File: config.mk
export PLATFORM = sky130hd
export DESIGN_NAME = modular_exponentiation_unit_flat
export DESIGN_NICKNAME = d
export VERILOG_FILES = /design/src/design/mexp_pkg.sv /design/src/design/mexp_intf.sv /design/src/design/mexp_mulmod.sv /design/src/design/modular_exponentiation_unit.sv /design/src/flat_wrapper.sv
export SDC_FILE = /design/constraint.sdc
export NUM_CORES = 1
export LEC_CHECK = 0
export CORE_MARGIN = 2
export CORE_UTILIZATION = 58
export CTS_CLUSTER_SIZE = 12
export DETAILED_ROUTE_END_ITERATION = 8
export DONT_BUFFER_PORTS = 1
export GPL_TIMING_DRIVEN = 0
export PLACE_DENSITY_LB_ADDON = 0.3
export SLEW_MARGIN = 15
export SYNTH_ARGS = -nofsm -noshare
export SYNTH_HDL_FRONTEND = slang
export SYNTH_SLANG_ARGS = --single-unit
File: constraint.sdc
create_clock -name clock -period 4.79 [get_ports clock]
set_input_delay 0.479 -clock clock [delete_from_list [all_inputs] [get_ports clock]]
set_output_delay 0.479 -clock clock [all_outputs]
set_load 0.01 [all_outputs]
File: src/design/mexp_pkg.sv
// Package for the modular exponentiation unit.
// Widths, the prime modulus, the sequencer state type and multiplier port structs.
// No dependencies.
package mexp_pkg;

   localparam int IN_W      = 63;
   localparam int RES_W     = 30;
   localparam int BIT_CNT_W = $clog2(IN_W);
   localparam int MUL_CNT_W = $clog2(RES_W);

   localparam logic [RES_W+1:0] PRIME_MODULUS   = (RES_W+2)'(64'd1000000007);
   localparam logic [RES_W+1:0] PRIME_MODULUS_2 = (RES_W+2)'(64'd2000000014);

   typedef logic [IN_W-1:0]  operand_type;
   typedef logic [RES_W-1:0] residue_type;

   typedef enum logic [2:0] {
      ST_IDLE,
      ST_REDUCE,
      ST_SCAN,
      ST_SQUARE,
      ST_MULT,
      ST_FINISH
   } state_type;

   typedef struct packed {
      logic        start;
      residue_type op_a;
      residue_type op_b;
   } mul_req_type;

   typedef struct packed {
      logic        done;
      residue_type product;
   } mul_stat_type;

endpackage

File: src/design/mexp_intf.sv
// Handshake interfaces for the request and response channels.
// Depends on mexp_pkg.
interface mexp_req_if;
   import mexp_pkg::*;
   logic        valid;
   logic        ready;
   operand_type base;
   operand_type exponent;
   modport source (output valid, base, exponent, input ready);
   modport sink   (input valid, base, exponent, output ready);
endinterface

interface mexp_rsp_if;
   import mexp_pkg::*;
   logic        valid;
   logic        ready;
   residue_type power_mod;
   modport source (output valid, power_mod, input ready);
   modport sink   (input valid, power_mod, output ready);
endinterface

File: src/design/mexp_mulmod.sv
// Bit-serial modular multiplier: op_a * op_b mod the prime, one bit of op_a per cycle.
// Depends on mexp_pkg.
module mexp_mulmod (
   input  logic                   clock,
   input  logic                   reset,
   input  mexp_pkg::mul_req_type  mul_req,
   output mexp_pkg::mul_stat_type mul_stat
);
   import mexp_pkg::*;

   logic                 run_ff, run_in;
   logic                 done_ff, done_in;
   logic [MUL_CNT_W-1:0] cnt_ff, cnt_in;
   residue_type          a_sr_ff, a_sr_in;
   residue_type          b_ff, b_in;
   residue_type          r_ff, r_in;
   logic [RES_W+1:0]     sum;
   residue_type          r_step;

   // 2r + a_bit*b < 3P, so at most two subtractions of P
   always_comb begin
      sum = {r_ff, 1'b0} + (a_sr_ff[RES_W-1] ? {2'b00, b_ff} : '0);
      if (sum >= PRIME_MODULUS_2) begin
         r_step = RES_W'(sum - PRIME_MODULUS_2);
      end else if (sum >= PRIME_MODULUS) begin
         r_step = RES_W'(sum - PRIME_MODULUS);
      end else begin
         r_step = RES_W'(sum);
      end
   end

   always_comb begin
      run_in  = run_ff;
      done_in = 1'b0;
      cnt_in  = cnt_ff;
      a_sr_in = a_sr_ff;
      b_in    = b_ff;
      r_in    = r_ff;
      if (mul_req.start) begin
         run_in  = 1'b1;
         cnt_in  = MUL_CNT_W'(RES_W-1);
         a_sr_in = mul_req.op_a;
         b_in    = mul_req.op_b;
         r_in    = '0;
      end else if (run_ff) begin
         r_in    = r_step;
         a_sr_in = {a_sr_ff[RES_W-2:0], 1'b0};
         cnt_in  = cnt_ff - 1'b1;
         if (cnt_ff == '0) begin
            run_in  = 1'b0;
            done_in = 1'b1;
         end
      end
   end

   always_ff @(posedge clock) begin
      if (reset) begin
         run_ff  <= 1'b0;
         done_ff <= 1'b0;
      end else begin
         run_ff  <= run_in;
         done_ff <= done_in;
      end
   end

   always_ff @(posedge clock) begin
      cnt_ff  <= cnt_in;
      a_sr_ff <= a_sr_in;
      b_ff    <= b_in;
      r_ff    <= r_in;
   end

   assign mul_stat.done    = done_ff;
   assign mul_stat.product = r_ff;

   a_no_start_busy: assert property (@(posedge clock) disable iff (reset)
      !(mul_req.start && run_ff))
      else $error("multiplier started while busy");

   a_done_after_last: assert property (@(posedge clock) disable iff (reset)
      done_ff |-> $past(run_ff) && !run_ff)
      else $error("done without a finished run");

   a_partial_reduced: assert property (@(posedge clock) disable iff (reset)
      (run_ff || done_ff) |-> ({2'b00, r_ff} < PRIME_MODULUS))
      else $error("partial product not reduced");

endmodule

File: src/design/modular_exponentiation_unit.sv
// Modular exponentiation unit: base ** exponent mod 1000000007, square-and-multiply.
// Sequence, accept to result word: bit-serial reduction of the base mod P, a scan step per
// exponent bit down to the leading one, a square for each later bit plus a multiply by the
// reduced base when that bit is set, then the load of the output register. One word in flight; the next
// word is accepted as its result appears. Synchronous active-high reset returns the
// sequencer to idle and empties the output register. Depends on mexp_pkg, mexp_intf, mexp_mulmod.
module modular_exponentiation_unit (
   input logic       clock,
   input logic       reset,
   mexp_req_if.sink  req_ch,
   mexp_rsp_if.source rsp_ch
);
   import mexp_pkg::*;

   state_type            state_ff, state_in;
   operand_type          base_sr_ff, base_sr_in;
   operand_type          exp_ff, exp_in;
   logic [BIT_CNT_W-1:0] cnt_ff, cnt_in;
   residue_type          red_ff, red_in;
   residue_type          acc_ff, acc_in;
   logic                 started_ff, started_in;
   logic                 rsp_valid_ff, rsp_valid_in;
   residue_type          rsp_data_ff, rsp_data_in;

   mul_req_type          mul_req;
   mul_stat_type         mul_stat;

   logic                 accept;
   logic                 cur_bit;
   logic                 last_bit;
   logic                 advance;
   logic                 load_rsp;
   logic [RES_W:0]       red_t;
   residue_type          red_next;

   mexp_mulmod u_mulmod (
      .clock    (clock),
      .reset    (reset),
      .mul_req  (mul_req),
      .mul_stat (mul_stat)
   );

   assign accept   = req_ch.valid && req_ch.ready;
   assign cur_bit  = exp_ff[IN_W-1];
   assign last_bit = (cnt_ff == '0);
   assign load_rsp = (state_ff == ST_FINISH) && (!rsp_valid_ff || rsp_ch.ready);
   assign advance  = ((state_ff == ST_SCAN) && !started_ff)
                  || ((state_ff == ST_SQUARE) && mul_stat.done && !cur_bit)
                  || ((state_ff == ST_MULT) && mul_stat.done);

   // base reduction, one bit per cycle: r = 2r + bit, minus P if needed
   always_comb begin
      red_t = {red_ff, base_sr_ff[IN_W-1]};
      if (red_t >= PRIME_MODULUS[RES_W:0]) begin
         red_next = RES_W'(red_t - PRIME_MODULUS[RES_W:0]);
      end else begin
         red_next = red_t[RES_W-1:0];
      end
   end

   // next state
   always_comb begin
      state_in = state_ff;
      unique case (state_ff)
         ST_IDLE: begin
            if (accept) state_in = ST_REDUCE;
         end
         ST_REDUCE: begin
            if (last_bit) state_in = ST_SCAN;
         end
         ST_SCAN: begin
            if (started_ff) state_in = ST_SQUARE;
            else if (last_bit) state_in = ST_FINISH;
         end
         ST_SQUARE: begin
            if (mul_stat.done) begin
               if (cur_bit) state_in = ST_MULT;
               else if (last_bit) state_in = ST_FINISH;
               else state_in = ST_SCAN;
            end
         end
         ST_MULT: begin
            if (mul_stat.done) state_in = last_bit ? ST_FINISH : ST_SCAN;
         end
         ST_FINISH: begin
            if (load_rsp) state_in = ST_IDLE;
         end
         default: state_in = ST_IDLE;
      endcase
   end

   // sequencer outputs
   always_comb begin
      req_ch.ready  = 1'b0;
      mul_req.start = 1'b0;
      mul_req.op_a  = acc_ff;
      mul_req.op_b  = acc_ff;
      unique case (state_ff)
         ST_IDLE: req_ch.ready = 1'b1;
         ST_SCAN: mul_req.start = started_ff;
         ST_SQUARE: begin
            if (mul_stat.done && cur_bit) begin
               mul_req.start = 1'b1;
               mul_req.op_a  = mul_stat.product;
               mul_req.op_b  = red_ff;
            end
         end
         ST_REDUCE, ST_MULT, ST_FINISH: ;
         default: ;
      endcase
   end

   // datapath
   always_comb begin
      base_sr_in   = base_sr_ff;
      exp_in       = exp_ff;
      cnt_in       = cnt_ff;
      red_in       = red_ff;
      acc_in       = acc_ff;
      started_in   = started_ff;
      rsp_data_in  = rsp_data_ff;
      rsp_valid_in = rsp_valid_ff && !rsp_ch.ready;
      if (accept) begin
         base_sr_in = req_ch.base;
         exp_in     = req_ch.exponent;
         cnt_in     = BIT_CNT_W'(IN_W-1);
         red_in     = '0;
         acc_in     = RES_W'(1);
         started_in = 1'b0;
      end
      if (state_ff == ST_REDUCE) begin
         red_in     = red_next;
         base_sr_in = {base_sr_ff[IN_W-2:0], 1'b0};
         cnt_in     = last_bit ? BIT_CNT_W'(IN_W-1) : cnt_ff - 1'b1;
      end
      if ((state_ff == ST_SCAN) && !started_ff && cur_bit) begin
         acc_in     = red_ff;
         started_in = 1'b1;
      end
      if (((state_ff == ST_SQUARE) || (state_ff == ST_MULT)) && mul_stat.done) begin
         acc_in = mul_stat.product;
      end
      if (advance) begin
         exp_in = {exp_ff[IN_W-2:0], 1'b0};
         cnt_in = cnt_ff - 1'b1;
      end
      if (load_rsp) begin
         rsp_valid_in = 1'b1;
         rsp_data_in  = acc_ff;
      end
   end

   always_ff @(posedge clock) begin
      if (reset) begin
         state_ff     <= ST_IDLE;
         started_ff   <= 1'b0;
         rsp_valid_ff <= 1'b0;
      end else begin
         state_ff     <= state_in;
         started_ff   <= started_in;
         rsp_valid_ff <= rsp_valid_in;
      end
   end

   always_ff @(posedge clock) begin
      base_sr_ff  <= base_sr_in;
      exp_ff      <= exp_in;
      cnt_ff      <= cnt_in;
      red_ff      <= red_in;
      acc_ff      <= acc_in;
      rsp_data_ff <= rsp_data_in;
   end

   assign rsp_ch.valid     = rsp_valid_ff;
   assign rsp_ch.power_mod = rsp_data_ff;

   a_rsp_reduced: assert property (@(posedge clock) disable iff (reset)
      rsp_valid_ff |-> ({2'b00, rsp_data_ff} < PRIME_MODULUS))
      else $error("result word not reduced");

   a_mul_only_started: assert property (@(posedge clock) disable iff (reset)
      ((state_ff == ST_SQUARE) || (state_ff == ST_MULT)) |-> started_ff)
      else $error("multiply before leading exponent bit");

   a_load_keeps_word: assert property (@(posedge clock) disable iff (reset)
      (rsp_valid_ff && !rsp_ch.ready) |=> rsp_valid_ff && $stable(rsp_data_ff))
      else $error("pending result word overwritten");

   a_reset_empty: assert property (@(posedge clock)
      reset |=> !rsp_valid_ff && (state_ff == ST_IDLE))
      else $error("output not empty after reset");

endmodule
File: src/flat_wrapper.sv
// flat-port wrapper written by rule: the top's interface ports become plain ports
module modular_exponentiation_unit_flat import mexp_pkg::*;
  (clock, reset, req_ch_valid, req_ch_base, req_ch_exponent, req_ch_ready, rsp_ch_valid, rsp_ch_power_mod, rsp_ch_ready);
  mexp_req_if req_ch_i ();
  mexp_rsp_if rsp_ch_i ();
  input logic clock;
  input logic reset;
  input wire logic [$bits(req_ch_i.valid)-1:0] req_ch_valid;
  input wire logic [$bits(req_ch_i.base)-1:0] req_ch_base;
  input wire logic [$bits(req_ch_i.exponent)-1:0] req_ch_exponent;
  output wire logic [$bits(req_ch_i.ready)-1:0] req_ch_ready;
  output wire logic [$bits(rsp_ch_i.valid)-1:0] rsp_ch_valid;
  output wire logic [$bits(rsp_ch_i.power_mod)-1:0] rsp_ch_power_mod;
  input wire logic [$bits(rsp_ch_i.ready)-1:0] rsp_ch_ready;
  assign req_ch_i.valid = req_ch_valid;
  assign req_ch_i.base = req_ch_base;
  assign req_ch_i.exponent = req_ch_exponent;
  assign req_ch_ready = req_ch_i.ready;
  assign rsp_ch_valid = rsp_ch_i.valid;
  assign rsp_ch_power_mod = rsp_ch_i.power_mod;
  assign rsp_ch_i.ready = rsp_ch_ready;
  modular_exponentiation_unit u_core (.clock(clock), .reset(reset), .req_ch(req_ch_i), .rsp_ch(rsp_ch_i));
endmodule
### Yosys cells after proc, flatten, opt, wreduce, memory -nomap -nowiden

Cells that the tools add are included.

* $add $sub $neg: 6
* $lt $le $gt $ge: 3
* equal/unequal tests: 11
* mux-type cells: 40
* bitwise logic cells: 1
* reduce and logical (&&, ||, !) cells: 29

Operator list (count)
* $mux 30: 11
* $mux 63: 4
* $sub 30x30->30 const B: 3
* $mux 61: 1
* $mux 60: 1
* $add 31x30->32: 1
* $ge 32x30->1 const B: 1
* $ge 32x31->1 const B: 1
* $ge 31x30->1 const B: 1
* $mux 3: 9
* $mux 6: 4
* $pmux 3 s6: 1
* $logic_and 1x1->1: 10
* $mux 1: 8
* $reduce_bool 2->1: 4
* $eq 3x2->1 const B: 2
* $eq 3x3->1 const B: 2
* $logic_not 6->1: 1
* $ne 2x1->1 const B: 3
* $reduce_and 6->1: 1
* $reduce_bool 3->1: 2
* $sub 6x1->6 const B: 1
* $logic_not 5->1: 1
* $sub 5x1->5 const B: 1
* other kinds (9): 16

* bits in registers: 324
* input port bits: 130

### Longest topological paths before layout

* depth after elaboration: 6
* gate-level depth with buffers: 22
* depth with buffers taken out: 17

### Modules after synthesis

Synthesis repeated with hierarchy kept, for this count alone.

* cell total of the unflattened synthesis: 1586
* area total of the unflattened synthesis: 17643.2 um^2

Modules (own cells, without submodules)
* modular_exponentiation_unit: times used 1, cells each 844, area each 10433.8 um^2
* mexp_mulmod: times used 1, cells each 742, area each 7209.4 um^2

### Worst setup path after synthesis

No wires, ideal clock.

* kind: register to register
* from: register u_core.u_mulmod.a_sr_ff[29]
* to: register u_core.u_mulmod.r_ff[29]
* arrival: 4211 ps
* required time: 4730 ps
* setup slack: 519 ps
* cell stages (with the launch flop): 21
* buffers on the path: 3
* cell sequence: edfxtp_1 clkbuf_1 and2_1 ha_1 inv_1 fa_1 and2b_4 o221ai_2 a21o_1 and4_4 or3_1 clkbuf_1 nor3_1 o211ai_1 o211ai_4 nand2_2 buf_6 o31ai_4 mux2_1 nand2_1 o2111a_1

* word-level cells in the longest chain between the ends: 5
* elaborated cells on any way between the ends: 8
* those cells by class: add/sub (3); order compare (2); mux (3)

RTL lines
* start: declaration: line mexp_mulmod.sv:14 `residue_type a_sr_ff, a_sr_in;`
* start signal: assignment: line mexp_mulmod.sv:68 `a_sr_ff <= a_sr_in;`
* $mux 30 *: line mexp_mulmod.sv:22 `sum = {r_ff, 1'b0} + (a_sr_ff[RES_W-1] ? {2'b00, b_ff} : '0);`
* $add 31x30->32 *: line mexp_mulmod.sv:22
* $sub 30x30->30 / $ge 32x30->1 (equally long branches): line mexp_mulmod.sv:26, mexp_mulmod.sv:25
* $mux 30: line mexp_mulmod.sv:25 `end else if (sum >= PRIME_MODULUS) begin`
* $mux 30 *: line mexp_mulmod.sv:23 `if (sum >= PRIME_MODULUS_2) begin`
* end signal: assignment: line mexp_mulmod.sv:70 `r_ff <= r_in;`
* end: declaration: line mexp_mulmod.sv:16 `residue_type r_ff, r_in;`

Every way passes the cells marked *; elsewhere a longest branch is shown, timed or not.
A chain may end at the register's enable or synchronous reset.

### Worst setup path in the final report

* from: register u_core.u_mulmod.a_sr_ff[29]
* to: register u_core.u_mulmod.r_ff[26]

Same word-level chain as after synthesis.

==> impl_metrics.csv <==
group,metric,value,unit
setup_path,r2r-start,"u_core.u_mulmod.a_sr_ff[29]",
place,numPortBuffers,0,
yosys,avgSynthCellArea,11.2,sq um
clock_tree,cts_max_path_buffers,3,
final_layout,nNetsFinal,1769,
route,vias_per_cell,6.61,
yosys,synth_most_common_cell,"edfxtp_1",
sta,finalClockSkew,0.0140,ns
yosys,ys_seq_elements,324,
yosys,ys_async_sr_fraction,0,
floorplanning,coreArea,29600,sq um
job,drv_cap,0,
clock_tree,cts_inserted_buffers,31,
setup_path,crit_type,"flip-flop to flip-flop",
place,dp_hpwl,32200,um
setup_path,arrival,5.06,ns
pwr,p_leak,6.80,nW
clock_tree,cts_tree,"built",
global_routing,grt_max_degree,63,
yosys,synth_top_cell_by_area,"edfxtp_1",
clock_tree,clk_pin_slew,0.06,ns
clock_tree,clock_latency,0.56,ns
floorplanning,die_h,177,um
yosys,synthTopCellsByCount,"edfxtp_1, a22o_1, nand2_1",
sta,worst_pin_slew,1.15,ns
yosys,synth_cell_types,98,
global_routing,grt_pass1_vias,13000,
clock_tree,clock-sinks,324,
route,firstDrtPassIters,6,
pwr,p_total,13.3,mW
route,vias,13300,
pwr,vdd_ir_drop_max,0.424,mV
min_path,hold_end,"u_core.exp_ff[0]",
setup_path,startpoint_type,"flip-flop",
setup_path,cp_data_required_time,5.23,ns
route,drt_iter0_drc,1477,
floorplanning,die_w,177,um
sta,fmax,0.216,GHz
yosys,syn_area,17400,sq um
place,place.gp.congestion,0.941,
min_path,hold_class,"input port to flip-flop",
yosys,yosysSeqAreaShare,0.533,
route,ant_nets,0,
route,wl_per_cell,22.5,um
route,finalWirelength,45400,um
setup_path,cp-end-kind,"flip-flop",
final_layout,nFillCells,2284,
setup_path,rrSetupSlack,0.16,ns
pwr,p_per_area,691,nW/um^2
global_routing,grtUsageTotal,0.284,
setup_path,crit_fanout,10,
global_routing,antenna_found_initial,0,
sta,slew-limit-headroom,0.223,
floorplanning,io_pins,162,
min_path,holdPathStages,2,
route,drc,0,
setup_path,r2r_cells,20,
outcome,status,"complete, no violations",
sta,finalHoldViolCount,0,
sta,finalCritPeriodShare,0.966,
sta,whs,0.0624,ns
global_routing,gr-total-overflow,0,
clock_tree,htree_num_levels,1,
sta,finalSetupViolCount,0,
final_layout,area_delta_synth_final,10.8,%
yosys,yosys_warnings,0,
yosys,synth_top_area_share,0.483,
yosys,synth_edf_count,280,
clock_tree,cts-root-buf,"clkbuf_16",
global_routing,grt_pass1_wl,70200,um
yosys,ys.flop_type,"edfxtp_1",
min_path,min_from,"req_ch_exponent[0]",
yosys,synth_area_leaders,"edfxtp_1, a22o_1, dfxtp_1",
sta,report.final.slew_viol_count,0,
yosys,synthCells,1552,
floorplanning,die_area,31400,sq um
sta,period_minus_slack,4.63,ns
floorplanning,rows,63,
yosys,syn-num-nets,1718,
floorplanning,initial_utilization,0.588,
setup_path,r2r-end,"u_core.u_mulmod.r_ff[26]",
final_layout,layout-drive-gt1-share,0.119,
-- worst max path at each step --
stage | cells after the start | to | from
3_3_place_gp | 19 | u_core.u_mulmod.r_ff[14] | u_core.u_mulmod.a_sr_ff[29]
4_1_cts | 20 | u_core.u_mulmod.r_ff[21] | u_core.u_mulmod.a_sr_ff[29]
2_1_floorplan | 20 | u_core.u_mulmod.r_ff[29] | u_core.u_mulmod.a_sr_ff[29]
3_5_place_dp | 19 | u_core.u_mulmod.r_ff[24] | u_core.u_mulmod.a_sr_ff[29]
6_report | 20 | u_core.u_mulmod.r_ff[26] | u_core.u_mulmod.a_sr_ff[29]
5_1_grt | 20 | u_core.u_mulmod.r_ff[26] | u_core.u_mulmod.a_sr_ff[29]
-- power breakdown --
part	internal (mW)	switching (mW)	leakage [nW]	total, mW
Sequential	4.51	0.830	3.05	5.34
Combinational	2.22	3.54	3.32	5.76
Clock	1.22	1.01	0.422	2.23
Total	7.95	5.38	6.80	13.3
-- stage by stage --
stage               worst slack, ns  area [sq um]  utilization  TNS [ns]  std cells
floorplan                     0.519         17400            -         0       1552
global placement             -0.531         17900        0.604    -15.36       1942
detailed placement           -0.626         17900        0.605    -12.47       1943
CTS                        -0.00596         19000        0.640  -0.00596       2006
global route                -0.0211         19300        0.651   -0.0211       2017
finish                        0.164         19300        0.651         0       2018
-- final cells by class --
class	instances	area (sq um)	share of cell area
diodes	1	2.50	0.000130
multi-input cells	1109	7940	0.411
inverters	24	90.1	0.00467
plain buffers	92	429	0.0222
clock buffers	55	876	0.0454
well taps	390	488	0.0253
flip-flops and latches	324	9290	0.481
clock inverters	2	8.76	0.000454
repair buffers	21	176	0.00914
-- critical path, cell delays in order (launching register included) --
cell	delay (ns)
edfxtp_1	0.40
buf_6	0.15
and2_1	0.15
ha_2	0.19
inv_2	0.05
fa_2	0.40
and2b_4	0.30
o221ai_4	0.15
buf_4	0.18
a21oi_2	0.25
nor3_2	0.11
o2bb2ai_2	0.21
o31a_1	0.38
xor2_4	0.19
o31ai_4	0.29
nand2_2	0.09
buf_6	0.16
or3b_1	0.35
o21ai_1	0.11
mux2i_1	0.29
nand2_1	0.07
-- cells in the final DEF, fill, tap and decap left out, types with 6 or more instances in the layout --
master / count
nor3_1: 29
o21ai_0: 81
dfxtp_1: 44
o21a_1: 7
buf_1: 8
or3_1: 15
a21o_1: 15
nand2_1: 131
mux2_2: 31
nor4_1: 6
edfxtp_1: 280
nor2b_1: 7
clkbuf_1: 85
clkbuf_16: 31
nor3b_1: 6
nand2b_1: 12
buf_2: 8
nand3_1: 34
a21oi_2: 7
a21oi_1: 72
o2111ai_1: 6
a22o_1: 155
ha_1: 34
buf_6: 6
o21bai_1: 6
xor2_1: 18
nor2_1: 104
a31oi_1: 6
nand3b_1: 9
o21ai_1: 19
a211oi_1: 9
inv_1: 21
and2_1: 43
xnor2_1: 37
and3_1: 7
o211ai_1: 10
mux2i_1: 47
a211oi_2: 7
buf_4: 23
nand4_1: 11
-- state kept, by name, summed over array words and instances, names as in the netlist --
signal                   flops
u_core.base_sr_ff           63
u_core.acc_ff               30
u_core.red_ff               30
u_core.u_mulmod.r_ff        30
u_core.u_mulmod.cnt_ff       5
u_core.rsp_ch.power_mod     30
u_core.cnt_ff                6
u_core.u_mulmod.a_sr_ff     30
u_core.rsp_ch.valid          1
u_core.u_mulmod.b_ff        30
u_core.u_mulmod.done_ff      1
u_core.exp_ff               63
u_core.state_ff              3
u_core.started_ff            1
u_core.u_mulmod.run_ff       1
-- logic make-up after synthesis --
group	Yosys count	synth area share
adder cells (fa/ha/maj)	36	0.0263
XOR/XNOR	57	0.0287
buffers and inverters	119	0.0284
AO/OA/AOI/OAI	479	0.205
multiplexers	81	0.0488
flip-flops	324	0.533
AND/OR/NAND/NOR	456	0.130
-- metal layers --
metal | up-vias | GRT usage | share of wire
met5 | - | 0 | 0
met4 | 0 | 0.109 | 0.035
met3 | 110 | 0.0499 | 0.095
met2 | 736 | 0.451 | 0.46
met1 | 6438 | 0.392 | 0.41
li1 | 6065 | - | -
-- repair_timing --
| item | in CTS | in global routing |
|---|---|---|
| setup endpoints to repair | 30 | 30 |
| resized for setup | 21 | 65 |
| pin swaps | 4 | 22 |
| hold endpoints to repair | 7 | 0 |
| buffers inserted | 5 | 14 |
| hold buffers | 1 | 0 |
No activity file was read; power rests on OpenSTA's default activity.
